## src/hdl/srbf_pkg.sv

```systemverilog
// ----------------------------------------------------------------------------
// srbf_pkg
// Types, register indexes and helper functions for the sumo behaviour FSM.
// ----------------------------------------------------------------------------
package srbf_pkg;

    // Operating modes, as reported on the mode port
    typedef enum logic [2:0] {
        MODE_IDLE   = 3'd0,
        MODE_CAL    = 3'd1,
        MODE_COUNT  = 3'd2,
        MODE_SEARCH = 3'd3,
        MODE_ATTACK = 3'd4,
        MODE_EVADE  = 3'd5,
        MODE_STOP   = 3'd6
    } mode_t;

    // Opponent bearing codes
    typedef enum logic [2:0] {
        OPP_NONE        = 3'd0,
        OPP_FRONT       = 3'd1,
        OPP_FRONT_LEFT  = 3'd2,
        OPP_FRONT_RIGHT = 3'd3,
        OPP_LEFT        = 3'd4,
        OPP_RIGHT       = 3'd5,
        OPP_REAR        = 3'd6,
        OPP_UNUSED      = 3'd7
    } opp_t;

    // Configuration register indexes
    typedef enum logic [2:0] {
        CFG_ATTACK_SPEED   = 3'd0,
        CFG_TURN_SPEED     = 3'd1,
        CFG_SEARCH_SPEED   = 3'd2,
        CFG_START_DELAY    = 3'd3,
        CFG_SWEEP_SEGMENT  = 3'd4,
        CFG_ATTACK_WDOG    = 3'd5,
        CFG_EVADE_REVERSE  = 3'd6,
        CFG_EVADE_TURN     = 3'd7
    } cfg_idx_t;

    localparam int unsigned SPEED_W = 8;
    localparam int unsigned TIME_W  = 16;
    localparam int unsigned MOTOR_W = 9;
    localparam int unsigned CFG_W   = 16;

    localparam logic [31:0] CAL_TIME_MS = 32'd4000;

    // Reset values of the configuration registers
    localparam logic [SPEED_W-1:0] RST_ATTACK_SPEED = 8'd255;
    localparam logic [SPEED_W-1:0] RST_TURN_SPEED   = 8'd180;
    localparam logic [SPEED_W-1:0] RST_SEARCH_SPEED = 8'd120;
    localparam logic [TIME_W-1:0]  RST_START_DELAY  = 16'd5000;
    localparam logic [TIME_W-1:0]  RST_SWEEP_SEG    = 16'd600;
    localparam logic [TIME_W-1:0]  RST_ATTACK_WDOG  = 16'd10000;
    localparam logic [TIME_W-1:0]  RST_EVADE_REV    = 16'd300;
    localparam logic [TIME_W-1:0]  RST_EVADE_TURN   = 16'd400;

    // Veer speed: floor(s * 3 / 5), done as (s * 615) >> 10, exact for s < 343
    localparam logic [9:0] VEER_MULT = 10'd615;

    function automatic logic [SPEED_W-1:0] veer_slow(input logic [SPEED_W-1:0] s);
        logic [17:0] prod;
        prod = {10'd0, s} * {8'd0, VEER_MULT};
        return prod[17:10];
    endfunction

    // Speed to signed wheel command, forward and reverse
    function automatic logic signed [MOTOR_W-1:0] fwd(input logic [SPEED_W-1:0] s);
        return $signed({1'b0, s});
    endfunction

    function automatic logic signed [MOTOR_W-1:0] rev(input logic [SPEED_W-1:0] s);
        return -$signed({1'b0, s});
    endfunction

endpackage

```

## src/hdl/sumo_robot_behaviour_fsm.sv

```systemverilog
// ----------------------------------------------------------------------------
// sumo_robot_behaviour_fsm
// Mode sequencer and held motor command for a sumo robot control loop.
// ----------------------------------------------------------------------------
// An accepted update's result reaches the output port in the next cycle.
// Throughput: 1 update per cycle unless out_stall holds the result; the state
// registers update in the same cycle an update is taken; the next may follow.
// Reset: asynchronous, active low; mode idle, motors stopped, fault clear,
// configuration registers at their default values, no result pending.
module sumo_robot_behaviour_fsm
    import srbf_pkg::*;
(
    input  logic                      clk,
    input  logic                      rst_n,
    // configuration write port
    input  logic                      cfg_we,
    input  logic [2:0]                cfg_index,
    input  logic [CFG_W-1:0]          cfg_data,
    // update input
    input  logic                      in_valid,
    output logic                      in_stall,
    input  logic [31:0]               now_ms,
    input  logic                      button_down,
    input  logic                      on_edge,
    input  logic                      edge_on_right,
    input  logic [2:0]                opponent_dir,
    input  logic                      fault_request,
    // result output
    output logic                      out_valid,
    input  logic                      out_stall,
    output logic signed [MOTOR_W-1:0] left_speed,
    output logic signed [MOTOR_W-1:0] right_speed,
    output logic [2:0]                mode,
    output logic                      calibrate_strobe,
    output logic                      standby_off
);

    // Configuration registers
    logic [SPEED_W-1:0] attack_speed_reg, turn_speed_reg, search_speed_reg;
    logic [TIME_W-1:0]  start_delay_reg, sweep_seg_reg, attack_wdog_reg;
    logic [TIME_W-1:0]  evade_rev_reg, evade_turn_reg;

    // Behaviour state
    mode_t                      mode_reg, mode_next;
    logic [31:0]                mode_entered_reg, mode_entered_next;
    logic [31:0]                attack_start_reg, attack_start_next;
    logic                       fault_reg, fault_next;
    logic                       evade_turning_reg, evade_turning_next;
    logic [31:0]                evade_phase_reg, evade_phase_next;
    logic                       evade_right_reg, evade_right_next;
    logic                       evade_chosen_reg, evade_chosen_next;
    logic [31:0]                sweep_start_reg, sweep_start_next;
    logic                       sweep_left_reg, sweep_left_next;
    logic                       button_prev_reg, button_prev_next;
    logic signed [MOTOR_W-1:0]  left_cmd_reg, left_cmd_next;
    logic signed [MOTOR_W-1:0]  right_cmd_reg, right_cmd_next;
    logic                       cal_reg, cal_next;
    logic                       stby_reg, stby_next;
    logic                       out_valid_reg;

    logic                       accept;
    mode_t                      mode_eff;
    logic [2:0]                 opp;
    logic                       cal_done, count_done, sweep_done, wdog_done;
    logic                       rev_done, turn_done;
    logic [31:0]                cal_elapsed, count_elapsed, sweep_elapsed;
    logic [31:0]                wdog_elapsed, evade_elapsed;
    logic [SPEED_W-1:0]         slow;

    // Handshake: take a transaction whenever the result register is free
    assign in_stall = out_valid_reg & out_stall;
    assign accept   = in_valid & ~in_stall;

    // Fault latch, and the mode the update runs in
    assign fault_next = fault_reg | fault_request;
    assign mode_eff   = (fault_next && mode_reg != MODE_STOP) ? MODE_STOP : mode_reg;
    assign opp        = (opponent_dir == OPP_UNUSED) ? OPP_NONE : opponent_dir;

    // Timer compares, all differences wrap modulo 2^32
    assign cal_elapsed   = now_ms - mode_entered_reg;
    assign count_elapsed = now_ms - mode_entered_reg;
    assign sweep_elapsed = now_ms - sweep_start_reg;
    assign wdog_elapsed  = now_ms - attack_start_reg;
    assign evade_elapsed = now_ms - evade_phase_reg;
    assign cal_done   = cal_elapsed >= CAL_TIME_MS;
    assign count_done = count_elapsed >= {16'd0, start_delay_reg};
    assign sweep_done = sweep_elapsed >= {16'd0, sweep_seg_reg};
    assign wdog_done  = wdog_elapsed >= {16'd0, attack_wdog_reg};
    assign rev_done   = evade_elapsed >= {16'd0, evade_rev_reg};
    assign turn_done  = evade_elapsed >= {16'd0, evade_turn_reg};

    assign slow = veer_slow(attack_speed_reg);

    // Next state
    always_comb
    begin
        mode_next          = mode_eff;
        mode_entered_next  = (mode_eff != mode_reg) ? now_ms : mode_entered_reg;
        attack_start_next  = attack_start_reg;
        evade_turning_next = evade_turning_reg;
        evade_phase_next   = evade_phase_reg;
        evade_right_next   = evade_right_reg;
        evade_chosen_next  = evade_chosen_reg;
        sweep_start_next   = sweep_start_reg;
        sweep_left_next    = sweep_left_reg;
        button_prev_next   = button_prev_reg;
        unique case (mode_eff)
            MODE_IDLE:
            begin
                button_prev_next = button_down;
                if (button_down && !button_prev_reg)
                begin
                    mode_next         = MODE_CAL;
                    mode_entered_next = now_ms;
                end
            end
            MODE_CAL:
            begin
                if (cal_done)
                begin
                    mode_next         = MODE_COUNT;
                    mode_entered_next = now_ms;
                end
            end
            MODE_COUNT:
            begin
                if (count_done)
                begin
                    mode_next         = MODE_SEARCH;
                    mode_entered_next = now_ms;
                    sweep_start_next  = now_ms;
                end
            end
            MODE_SEARCH:
            begin
                if (on_edge)
                begin
                    mode_next          = MODE_EVADE;
                    mode_entered_next  = now_ms;
                    evade_turning_next = 1'b0;
                    evade_phase_next   = now_ms;
                    evade_chosen_next  = 1'b0;
                end
                else if (opp != OPP_NONE)
                begin
                    mode_next         = MODE_ATTACK;
                    mode_entered_next = now_ms;
                    attack_start_next = now_ms;
                end
                else if (sweep_done)
                begin
                    sweep_left_next  = ~sweep_left_reg;
                    sweep_start_next = now_ms;
                end
            end
            MODE_ATTACK:
            begin
                if (on_edge)
                begin
                    mode_next          = MODE_EVADE;
                    mode_entered_next  = now_ms;
                    evade_turning_next = 1'b0;
                    evade_phase_next   = now_ms;
                    evade_chosen_next  = 1'b0;
                end
                else if (wdog_done || opp == OPP_NONE)
                begin
                    mode_next         = MODE_SEARCH;
                    mode_entered_next = now_ms;
                    sweep_start_next  = now_ms;
                end
            end
            MODE_EVADE:
            begin
                if (!evade_turning_reg)
                begin
                    if (!evade_chosen_reg)
                    begin
                        evade_right_next  = ~edge_on_right;
                        evade_chosen_next = 1'b1;
                    end
                    if (rev_done)
                    begin
                        evade_turning_next = 1'b1;
                        evade_phase_next   = now_ms;
                    end
                end
                else if (turn_done)
                begin
                    if (!on_edge)
                    begin
                        mode_next         = MODE_SEARCH;
                        mode_entered_next = now_ms;
                        sweep_start_next  = now_ms;
                    end
                    else
                    begin
                        evade_turning_next = 1'b0;
                        evade_phase_next   = now_ms;
                    end
                end
            end
            default:
            begin
                mode_next = MODE_STOP;
            end
        endcase
    end

    // Motor command and strobes
    always_comb
    begin
        left_cmd_next  = left_cmd_reg;
        right_cmd_next = right_cmd_reg;
        cal_next       = 1'b0;
        stby_next      = 1'b0;
        unique case (mode_eff) inside
            MODE_IDLE, MODE_COUNT:
            begin
                left_cmd_next  = '0;
                right_cmd_next = '0;
            end
            MODE_CAL:
            begin
                cal_next = 1'b1;
                if (cal_done)
                begin
                    left_cmd_next  = '0;
                    right_cmd_next = '0;
                end
                else
                begin
                    left_cmd_next  = fwd(search_speed_reg);
                    right_cmd_next = rev(search_speed_reg);
                end
            end
            MODE_SEARCH:
            begin
                if (!on_edge && opp == OPP_NONE)
                begin
                    if (sweep_left_next)
                    begin
                        left_cmd_next  = rev(search_speed_reg);
                        right_cmd_next = fwd(search_speed_reg);
                    end
                    else
                    begin
                        left_cmd_next  = fwd(search_speed_reg);
                        right_cmd_next = rev(search_speed_reg);
                    end
                end
            end
            MODE_ATTACK:
            begin
                if (!on_edge && !wdog_done)
                begin
                    // steer toward the bearing
                    case (opp) inside
                        OPP_FRONT:
                        begin
                            left_cmd_next  = fwd(attack_speed_reg);
                            right_cmd_next = fwd(attack_speed_reg);
                        end
                        OPP_FRONT_LEFT:
                        begin
                            left_cmd_next  = fwd(slow);
                            right_cmd_next = fwd(attack_speed_reg);
                        end
                        OPP_FRONT_RIGHT:
                        begin
                            left_cmd_next  = fwd(attack_speed_reg);
                            right_cmd_next = fwd(slow);
                        end
                        OPP_LEFT:
                        begin
                            left_cmd_next  = rev(turn_speed_reg);
                            right_cmd_next = fwd(turn_speed_reg);
                        end
                        OPP_RIGHT, OPP_REAR:
                        begin
                            left_cmd_next  = fwd(turn_speed_reg);
                            right_cmd_next = rev(turn_speed_reg);
                        end
                        default:
                        begin
                            left_cmd_next  = left_cmd_reg;
                            right_cmd_next = right_cmd_reg;
                        end
                    endcase
                end
            end
            MODE_EVADE:
            begin
                if (!evade_turning_reg)
                begin
                    left_cmd_next  = rev(turn_speed_reg);
                    right_cmd_next = rev(turn_speed_reg);
                end
                else if (evade_right_reg)
                begin
                    left_cmd_next  = fwd(turn_speed_reg);
                    right_cmd_next = rev(turn_speed_reg);
                end
                else
                begin
                    left_cmd_next  = rev(turn_speed_reg);
                    right_cmd_next = fwd(turn_speed_reg);
                end
            end
            default:
            begin
                left_cmd_next  = '0;
                right_cmd_next = '0;
                stby_next      = 1'b1;
            end
        endcase
    end

    // Configuration registers
    always_ff @(posedge clk or negedge rst_n)
    begin
        if (!rst_n)
        begin
            attack_speed_reg <= RST_ATTACK_SPEED;
            turn_speed_reg   <= RST_TURN_SPEED;
            search_speed_reg <= RST_SEARCH_SPEED;
            start_delay_reg  <= RST_START_DELAY;
            sweep_seg_reg    <= RST_SWEEP_SEG;
            attack_wdog_reg  <= RST_ATTACK_WDOG;
            evade_rev_reg    <= RST_EVADE_REV;
            evade_turn_reg   <= RST_EVADE_TURN;
        end
        else if (cfg_we)
        begin
            unique case (cfg_idx_t'(cfg_index))
                CFG_ATTACK_SPEED:  attack_speed_reg <= cfg_data[SPEED_W-1:0];
                CFG_TURN_SPEED:    turn_speed_reg   <= cfg_data[SPEED_W-1:0];
                CFG_SEARCH_SPEED:  search_speed_reg <= cfg_data[SPEED_W-1:0];
                CFG_START_DELAY:   start_delay_reg  <= cfg_data;
                CFG_SWEEP_SEGMENT: sweep_seg_reg    <= cfg_data;
                CFG_ATTACK_WDOG:   attack_wdog_reg  <= cfg_data;
                CFG_EVADE_REVERSE: evade_rev_reg    <= cfg_data;
                CFG_EVADE_TURN:    evade_turn_reg   <= cfg_data;
                default:           attack_speed_reg <= attack_speed_reg;
            endcase
        end
    end

    // State and result registers, updated per accepted transaction
    always_ff @(posedge clk or negedge rst_n)
    begin
        if (!rst_n)
        begin
            mode_reg          <= MODE_IDLE;
            mode_entered_reg  <= '0;
            attack_start_reg  <= '0;
            fault_reg         <= 1'b0;
            evade_turning_reg <= 1'b0;
            evade_phase_reg   <= '0;
            evade_right_reg   <= 1'b1;
            evade_chosen_reg  <= 1'b0;
            sweep_start_reg   <= '0;
            sweep_left_reg    <= 1'b1;
            button_prev_reg   <= 1'b0;
            left_cmd_reg      <= '0;
            right_cmd_reg     <= '0;
            cal_reg           <= 1'b0;
            stby_reg          <= 1'b0;
        end
        else if (accept)
        begin
            mode_reg          <= mode_next;
            mode_entered_reg  <= mode_entered_next;
            attack_start_reg  <= attack_start_next;
            fault_reg         <= fault_next;
            evade_turning_reg <= evade_turning_next;
            evade_phase_reg   <= evade_phase_next;
            evade_right_reg   <= evade_right_next;
            evade_chosen_reg  <= evade_chosen_next;
            sweep_start_reg   <= sweep_start_next;
            sweep_left_reg    <= sweep_left_next;
            button_prev_reg   <= button_prev_next;
            left_cmd_reg      <= left_cmd_next;
            right_cmd_reg     <= right_cmd_next;
            cal_reg           <= cal_next;
            stby_reg          <= stby_next;
        end
    end

    // Result valid flag
    always_ff @(posedge clk or negedge rst_n)
    begin
        if (!rst_n)
        begin
            out_valid_reg <= 1'b0;
        end
        else if (accept)
        begin
            out_valid_reg <= 1'b1;
        end
        else if (!out_stall)
        begin
            out_valid_reg <= 1'b0;
        end
    end

    assign out_valid        = out_valid_reg;
    assign left_speed       = left_cmd_reg;
    assign right_speed      = right_cmd_reg;
    assign mode             = mode_reg;
    assign calibrate_strobe = cal_reg;
    assign standby_off      = stby_reg;

endmodule

```

## config.mk

```make
export PLATFORM = sky130hd
export DESIGN_NAME = sumo_robot_behaviour_fsm
export DESIGN_NICKNAME = d
export VERILOG_FILES = /design/src/hdl/srbf_pkg.sv /design/src/hdl/sumo_robot_behaviour_fsm.sv
export SDC_FILE = /design/constraint.sdc
export NUM_CORES = 1
export LEC_CHECK = 0
export BUFFER_PORTS_ARGS = -buffer_cell sky130_fd_sc_hd__buf_4
export CORE_ASPECT_RATIO = 0.75
export CORE_MARGIN = 2
export CORE_UTILIZATION = 64
export CTS_CLUSTER_SIZE = 16
export DETAILED_ROUTE_END_ITERATION = 12
export GPL_ROUTABILITY_DRIVEN = 0
export GPL_TIMING_DRIVEN = 0
export PLACE_DENSITY = 0.82
export SYNTH_ARGS = -nofsm -noshare
export SYNTH_HDL_FRONTEND = slang
export SYNTH_SLANG_ARGS = --single-unit
```

## constraint.sdc

```tcl
create_clock -name clk -period 6.9 [get_ports clk]
set_clock_uncertainty 0.2 [all_clocks]
set_input_delay 0.345 -clock clk [delete_from_list [all_inputs] [get_ports clk]]
set_output_delay 0.345 -clock clk [all_outputs]
set_load 0.01 [all_outputs]
```

After elaboration in Yosys (flattened, before gate mapping)
Index checks and enable logic that the tools add are counted.
{"block": "classes", "n_eq_ne": 38, "n_mux": 80, "mul": 1, "magnitude_cmp": 6, "reduce_logical": 33, "bitwise_logic": 9, "n_addsub": 6}
{"op": "$mux 32", "n": 24}
{"op": "$pmux 32 s6", "n": 1}
{"op": "$mux 9", "n": 21}
{"op": "$ge 32x16->1", "n": 5}
{"op": "$pmux 32 s4", "n": 1}
{"op": "$sub 32x32->32", "n": 4}
{"op": "$pmux 9 s4", "n": 2}
{"op": "$pmux 32 s2", "n": 1}
{"op": "$mux 3", "n": 12}
{"op": "$ge 32x12->1 const B", "n": 1}
{"op": "$eq 3x3->1 const B", "n": 10}
{"op": "$ne 2x2->1 const B", "n": 10}
{"op": "$reduce_and 4->1", "n": 5}
{"op": "$eq 3x2->1 const B", "n": 6}
{"op": "$mul 8x10->18 const B", "n": 1}
{"op": "$neg 8->9", "n": 2}
{"op": "$pmux 3 s6", "n": 1}
{"op": "$reduce_and 2->1", "n": 9}
{"op": "$mux 1", "n": 14}
{"op": "$reduce_and 11->1", "n": 1}
{"op": "$eq 3x1->1 const B", "n": 3}
{"op": "$logic_not 3->1", "n": 3}
{"op": "$ne 3x3->1 const B", "n": 3}
{"op": "$mux 8", "n": 1}
{"op": "16 further kinds", "n": 32}
{"block": "totals", "elab_cells": 197, "in_bits": 63, "reg_bits": 262}

Longest topological paths before layout
Gate-level depths: netlist (run 1).
{"block": "depth", "ltp_word": 11, "mapped_depth": 26, "depth_no_buf": 23}

Least setup slack after synthesis (run 1)
Ideal clock, no wire load.
{"block": "synth_timing", "path_type": "input to register", "from": "input now_ms[0]", "to": "register right_cmd_reg[5] (netlist: right_speed[5])", "path_buffers": 0, "path_stages": 21, "required_time_ps": 6563, "setup_time_ps": 137, "t_arrival_ps": 4659, "slack_ps": 1904, "path_cell_list": "inv_1 ha_1 inv_1 fa_1 a21oi_1 o211ai_1 a311oi_1 o21ai_0 xor2_1 ha_1 nor2b_1 o21ai_0 o21ai_0 or4_1 a2111oi_0 and4_1 a21oi_1 nor2_1 nand2_1 a222oi_1 o31ai_1"}
{"block": "synth_via", "elab_chain_cells": 9, "elab_cells_between_ends": 18}
{"element": "from (decl)", "line_no": "sumo_robot_behaviour_fsm.sv:22", "text": "input logic [31:0] now_ms,"}
{"element": "$sub 32x32->32", "line_no": "sumo_robot_behaviour_fsm.sv:82", "text": "assign sweep_elapsed = now_ms - sweep_start_reg;"}
{"element": "$ge 32x16->1", "line_no": "sumo_robot_behaviour_fsm.sv:87", "text": "assign sweep_done = sweep_elapsed >= {16'd0, sweep_seg_reg};"}
{"element": "$mux 1", "line_no": "sumo_robot_behaviour_fsm.sv:150", "text": "else if (sweep_done)"}
{"element": "$mux 1", "line_no": "sumo_robot_behaviour_fsm.sv:144", "text": "else if (opp != OPP_NONE)"}
{"element": "$mux 1", "line_no": "sumo_robot_behaviour_fsm.sv:136", "text": "if (on_edge)"}
{"element": "$mux 1", "line_no": "sumo_robot_behaviour_fsm.sv:107", "text": "unique case (mode_eff)"}
{"element": "$mux 9", "line_no": "sumo_robot_behaviour_fsm.sv:241", "text": "if (sweep_left_next)"}
{"element": "$mux 9", "line_no": "sumo_robot_behaviour_fsm.sv:239", "text": "if (!on_edge && opp == OPP_NONE)"}
{"element": "$pmux 9 s4", "line_no": "sumo_robot_behaviour_fsm.sv:217", "text": "unique case (mode_eff) inside"}
{"element": "to (signal assigned)", "line_no": "sumo_robot_behaviour_fsm.sv:384", "text": "right_cmd_reg <= right_cmd_next;"}
{"element": "to (decl)", "line_no": "sumo_robot_behaviour_fsm.sv:56", "text": "logic signed [MOTOR_W-1:0] right_cmd_reg, right_cmd_next;"}
Parallel ways exist; a longest one is shown, timed or not. The select of a mux whose other input is x is not followed.
A chain may end at the register's enable or synchronous reset.

Final worst setup path (run 1)
{"block": "layout_timing", "from": "input now_ms[0]", "to": "register right_cmd_reg[1] (netlist: right_speed[1])"}
The elaborated chain is that of the path after synthesis.

==> impl_metrics.csv, run 1 <==
group,metric,value,unit
flow_run,cap_violations,0,
floorplan,ioPinCount,88,
cells_and_area,seq_area,6605,µm²
detailed_routing,dr.first_iter.drc_count,3018,
cells_and_area,final_area,25770,µm²
power_and_ir_drop,p_total,7363,µW
clocking,postCtsSetupRepairBufs,0,
grt,antenna_found_initial,1,
cells_and_area,nets,3116,
logic_synthesis,ys_ff_latch,262,
clocking,htreeDepth,1,
detailed_routing,first_pass_iters,7,
floorplan,die_w,222.8,µm
logic_synthesis,ys_seq_area_share,28.74,%
cells_and_area,n_antenna_cell,0,
power_and_ir_drop,peakVddDrop,0.2138,mV
critical_path,start_kind,"input pin",
logic_synthesis,yosysMostFrequentCell,"inv_1",
logic_synthesis,netlist_area,22980,µm²
logic_synthesis,synthDistinctLibCells,90,
clocking,cts_buffer_depth,3,
placed_design,placed_area,24240,µm²
logic_synthesis,syn_area_per_cell,8.786,µm²
cells_and_area,fillCellCount,2619,
grt,grt_first_pass_wirelength,109000,µm
critical_path,end_kind,"register",
critical_path,crit_arrival,6.76,ns
floorplan,die_area,37460,µm²
logic_synthesis,synth_top_area_share,24.28,%
timing,rsz0062_at_grt,"false",
grt,grt_pass1_vias,20700,
clocking,clkLatencyLatePin,0.58,ns
outcome,status,"finished clean",
hold_path,hold_path_class,"in -> reg",
clocking,cts_tree,"done",
timing,fmaxAchievable,0.1533,GHz
detailed_routing,drc,0,
critical_path,cp_data_required_time,7.14,ns
logic_synthesis,synthCells,2616,
logic_synthesis,yosys_most_used_dff,"dfrtp_1",
timing,slew_headroom,13.46,%
cells_and_area,instances_no_fill,3271,
power_and_ir_drop,p_per_area,285.7,nW/µm²
detailed_routing,vias,21540,
clocking,clock-sinks,262,
power_and_ir_drop,p_leak,0.01166,µW
timing,drv_slew,0,
cells_and_area,drive_gt1_share,13.90,%
placed_design,io_buffers,82,
timing,finalSetupViolations,0,
logic_synthesis,async_flop_share,100.0,%
logic_synthesis,synth_nets,2949,
critical_path,critPathKind,"in -> reg",
floorplan,core,35660,µm²
grt,track_usage,35.94,%
floorplan,rows,60,
timing,tns,0,ns
floorplan,initial_core_util,64.46,%
detailed_routing,via_per_inst,6.586,
clocking,numCtsBuffers,29,
grt,grt_max_degree,99,
timing,hold_violations,0,
placed_design,hpwl,51780,µm
logic_synthesis,yosys.area.top_type,"dfrtp_1",
detailed_routing,antenna_left,0,
timing,fin_crit_sh,94.53,%
floorplan,die_h,168.1,µm
logic_synthesis,synth_common_cells,"inv_1 (277), ha_1 (251), dfrtp_1 (223)",
clocking,clkTransAtPathRegs,0.06,ns
logic_synthesis,yosys_warnings,0,
cells_and_area,multiInputGateArea,14920,µm²
timing,tightest_slew,1.288,ns
timing,min_period,6.523,ns
cells_and_area,area_delta_synth_final,12.13,%
logic_synthesis,synth_area_leaders,"dfrtp_1 (24%), ha_1 (14%), mux2_2 (7.1%), a21oi_1 (4.6%), inv_1 (4.5%)",
detailed_routing,post_drt_wl_per_cell,20.79,µm
critical_path,critPathMaxFanout,10,
placed_design,dp_cells,3165,
detailed_routing,wl,68010,µm
logic_synthesis,synth-edff-count,0,
grt,grt_overflow,0,
clocking,cts-root-buf,"clkbuf_16",
what timing repair did:
| action | in CTS | in global routing |
|---|---|---|
| resized for setup | 0 | 1 |
| endpoints found under the hold margin | 307 | 0 |
| endpoints found under the setup margin | 0 | 21 |
| hold buffers | 52 | 0 |
logic make-up after synthesis:
family,count (synthesis),share of synthesized area (%)
AOI/OAI and AO/OA,706,19.62
adders and majority gates,272,15.41
buffers and inverters,374,6.369
xor gates and xnor gates,119,4.535
DFF,262,28.74
muxes,221,11.20
and+or+nand+nor,662,14.13
layout by cell type, fill, tap and decap left out, types with 22 or more instances in the layout:
cell type      Yosys  layout
mux2_1            29      29
dfrtp_1          223     223
xnor2_1           66      66
ha_1             251     251
nand3_1           53      53
a21oi_1          210     210
nand2b_1          29      29
o21a_1            29      29
nor2_1           140     140
buf_4              0      81
inv_1            277     277
clkbuf_16          0      29
xor2_1            53      53
nor3_1            51      51
dlygate4sd3_1      0      52
nor2b_1           22      22
a211oi_1          25      25
a21o_1            48      48
o211ai_1          25      25
nand2_1          214     214
mux2_4            29      29
mux2_2           145     145
o21ai_0          165     165
nand4_1           36      36
dfstp_2           39      39
clkbuf_1          81      85
cell type report:
cell class | count | area share (%)
clock buffers | 41 | 3.301
clock inverters | 13 | 0.5826
flip-flops and latches | 262 | 25.63
repair buffers | 136 | 4.651
inverters | 278 | 4.049
plain buffers | 96 | 1.631
multi-input cells | 1980 | 57.90
well taps | 465 | 2.258
per-stage QoR:
stage | util (%) | setup slack (ns) | hold WS, ns
finish | 72.27 | 0.3772 | 0.07666
detailed placement | 67.99 | 0.3956 | 0.2200
global placement | 67.81 | 0.6174 | 0.2556
global route | 72.27 | 0.03166 | 0.1344
CTS | 72.26 | 0.3564 | 0.05654
floorplan | - | 1.904 | -0.1506
final timing paths:
path | to | cells after the start | from | slack, ns
setup / recovery | right_speed[1]$_DFFE_PN0P_ | 24 | now_ms[0] | 0.38
hold / removal | standby_off$_DFFE_PN0P_ | 5 | out_stall | 0.08
setup reg to reg | right_speed[1]$_DFFE_PN0P_ | 21 | attack_start_reg[0]$_DFFE_PN0P_ | 0.69
hold reg to reg | fault_reg$_DFFE_PN0P_ | 1 | fault_reg$_DFFE_PN0P_ | 0.28
max in group asynchronous | evade_turn_reg[7]$_DFFE_PN1P_ | 3 | rst_n | 5.32
min in group asynchronous | sweep_start_reg[24]$_DFFE_PN0P_ | 2 | rst_n | 0.17
metal layers:
metal	vias up	share of wire [%]	wire (µm)	track usage, %
met2	1285	42	28410	53.61
met4	0	3.5	2385	11.18
met5	-	0	0	0
met3	208	12	7872	8.464
met1	10310	43	29340	51.71
li1	9739	-	-	-
worst max-delay path: stages:
cell and delay, ns:
dlygate4sd3_1 0.53, buf_4 0.15, inv_1 0.19, ha_1 0.22
inv_1 0.06, fa_1 0.40, a21oi_1 0.31, o211ai_1 0.23
a311oi_2 0.46, o21ai_0 0.18, xor2_1 0.17, ha_1 0.30
nor2b_1 0.13, o21ai_0 0.22, o21ai_0 0.11, or4_1 0.43
a2111oi_0 0.45, and4_1 0.40, a21oi_1 0.18, nor2_1 0.35
nand2_1 0.33, clkbuf_1 0.31, a22oi_1 0.18, o21ai_0 0.12
where the power goes:
group          internal [µW]  leakage, µW  switching (µW)
clock network            970     0.000499             689
registers               1810      0.00325             176
logic                   1530      0.00791            2180
total                   4320       0.0117            3050
(Power assumes the default switching activity.)
==> inputs of run 2 (changes only) <==
--- a/config.mk
+++ b/config.mk
@@ -6,14 +6,16 @@
 export NUM_CORES = 1
 export LEC_CHECK = 0
 export BUFFER_PORTS_ARGS = -buffer_cell sky130_fd_sc_hd__buf_4
+export CELL_PAD_IN_SITES_DETAIL_PLACEMENT = 0
+export CELL_PAD_IN_SITES_GLOBAL_PLACEMENT = 1
 export CORE_ASPECT_RATIO = 0.75
 export CORE_MARGIN = 2
-export CORE_UTILIZATION = 64
+export CORE_UTILIZATION = 49
 export CTS_CLUSTER_SIZE = 16
 export DETAILED_ROUTE_END_ITERATION = 12
 export GPL_ROUTABILITY_DRIVEN = 0
 export GPL_TIMING_DRIVEN = 0
-export PLACE_DENSITY = 0.82
+export PLACE_DENSITY_LB_ADDON = 0.1
 export SYNTH_ARGS = -nofsm -noshare
 export SYNTH_HDL_FRONTEND = slang
 export SYNTH_SLANG_ARGS = --single-unit
==> run 2 against run 1 <==
  * Total power decreased by 0.24%
  * Final cell count up 5.1%
  * Maximum frequency shrank 0.32%
  * Sequential share of layout area is 0.21 points lower
==> impl_metrics.csv, run 2 (same netlist as run 1, synthesis figures left out) <==
group,metric,value,unit
cells_and_area,final_area,25980,µm²
critical_path,critPathKind,"in -> reg",
grt,antenna_found_initial,1,
detailed_routing,drc,0,
critical_path,start_kind,"input pin",
timing,slew_headroom,13.19,%
detailed_routing,via_per_inst,5.984,
critical_path,cp_data_required_time,7.13,ns
detailed_routing,antenna_left,0,
cells_and_area,final_common_cell,"inv_1",
placed_design,io_buffers,82,
cells_and_area,multiInputGateArea,14920,µm²
critical_path,critPathMaxFanout,7,
cells_and_area,drive_gt1_share,13.82,%
placed_design,hpwl,56510,µm
clocking,cts_buffer_depth,3,
floorplan,core,46200,µm²
power_and_ir_drop,p_leak,0.01166,µW
outcome,status,"finished clean",
placed_design,dp_cells,3330,
cells_and_area,area_delta_synth_final,13.05,%
detailed_routing,dr.first_iter.drc_count,2141,
grt,grt_max_degree,113,
power_and_ir_drop,peakVddDrop,0.1950,mV
grt,track_usage,30.34,%
floorplan,die_h,191.6,µm
cells_and_area,instances_no_fill,3438,
detailed_routing,top_layer_used,"met4",
detailed_routing,first_pass_iters,5,
clocking,clock-sinks,262,
timing,min_period,6.544,ns
timing,tightest_slew,1.286,ns
cells_and_area,final_cell_mix,"inv_1 (277), ha_1 (251), dfrtp_1 (223), nand2_1 (214), a21oi_1 (210)",
clocking,cts_tree,"done",
floorplan,ioPinCount,88,
timing,fmaxAchievable,0.1528,GHz
grt,grt_pass1_vias,19440,
critical_path,end_kind,"register",
detailed_routing,wl,73490,µm
cells_and_area,nets,3117,
timing,hold_violations,0,
timing,tns,0,ns
timing,fin_crit_sh,94.84,%
critical_path,crit_arrival,6.78,ns
clocking,clkTransAtPathRegs,0.06,ns
detailed_routing,post_drt_wl_per_cell,21.38,µm
grt,grt_first_pass_wirelength,113400,µm
cells_and_area,seq_area,6605,µm²
hold_path,hold_path_class,"in -> reg",
cells_and_area,n_antenna_cell,0,
floorplan,die_area,48670,µm²
timing,rsz0062_at_grt,"false",
clocking,numCtsBuffers,30,
detailed_routing,vias,20570,
cells_and_area,fillCellCount,4296,
clocking,postCtsSetupRepairBufs,0,
floorplan,rows,68,
timing,finalSetupViolations,0,
clocking,clkLatencyLatePin,0.58,ns
power_and_ir_drop,p_per_area,282.7,nW/µm²
timing,whs,0.06907,ns
detailed_routing,met1_length,36550,µm
timing,drv_slew,0,
placed_design,placed_area,24450,µm²
power_and_ir_drop,p_total,7345,µW
detailed_routing,dr_wl_met2,28540,µm
floorplan,initial_core_util,49.75,%
grt,grt_overflow,0,
floorplan,die_w,254.1,µm
clocking,cts-root-buf,"clkbuf_16",
clocking,htreeDepth,1,
flow_run,cap_violations,0,
critical_path,r2r_slack,0.51,ns
detailed_routing,met3_length,6657,µm
[run 2: worst paths after layout]
| check | endpoint | start | cells past startpoint |
|---|---|---|---|
| min reg2reg | fault_reg$_DFFE_PN0P_ | fault_reg$_DFFE_PN0P_ | 1 |
| max reg2reg | left_speed[2]$_DFFE_PN0P_ | sweep_start_reg[6]$_DFFE_PN0P_ | 25 |
| max | left_speed[2]$_DFFE_PN0P_ | now_ms[0] | 24 |
| min in group asynchronous | sweep_start_reg[21]$_DFFE_PN0P_ | rst_n | 2 |
| min | standby_off$_DFFE_PN0P_ | out_stall | 5 |
| max in group asynchronous | sweep_left_reg$_DFFE_PN1P_ | rst_n | 4 |
[run 2: power by group]
| part | total (µW) | internal [µW] | switching (µW) |
|---|---|---|---|
| clock | 1660 | 976 | 688 |
| combinational | 3690 | 1520 | 2170 |
| sequential | 1990 | 1810 | 173 |
| total | 7350 | 4310 | 3030 |
[run 2: area by class of cell]
cell class	instances	share of cell area, %
plain buffers	96	1.618
clock buffers	43	3.313
clock inverters	13	0.5634
inverters	278	4.016
multi-input cells	1980	57.42
flip-flops and latches	262	25.42
well taps	630	3.034
repair buffers	136	4.613
[run 2: worst max-delay path: stages]
cell	delay, ns
dlygate4sd3_1	0.53
buf_4	0.13
inv_1	0.13
ha_1	0.26
fa_1	0.41
nor2b_1	0.16
o211ai_1	0.17
a21oi_1	0.29
nor2b_1	0.11
o21ai_0	0.21
xor2_1	0.19
ha_1	0.27
nand3_1	0.11
nor2_1	0.06
a2111oi_0	0.40
a211oi_1	0.24
nor4_1	0.37
and4_1	0.37
clkbuf_1	0.41
nor2_1	0.19
mux2i_1	0.51
nor2_1	0.10
a2111oi_0	0.71
o21ai_1	0.11
[run 2: metal layers]
metal,up-vias,track usage (%)
met5,-,0
met4,0,7.014
met3,88,6.944
met2,770,41.67
met1,9964,47.26
li1,9750,-
[run 2: per-stage QoR]
stage	utilization, %	setup slack (ns)
floorplan	-	1.904
global route	56.25	0.006017
global placement	52.79	0.4023
detailed placement	52.92	0.3221
CTS	56.23	0.3572
finish	56.25	0.3561
[run 2: what timing repair did]
item	CTS	global route
gates resized for setup	0	1
hold buffers	52	0
hold endpoints to repair	284	0
setup endpoints to repair	0	11
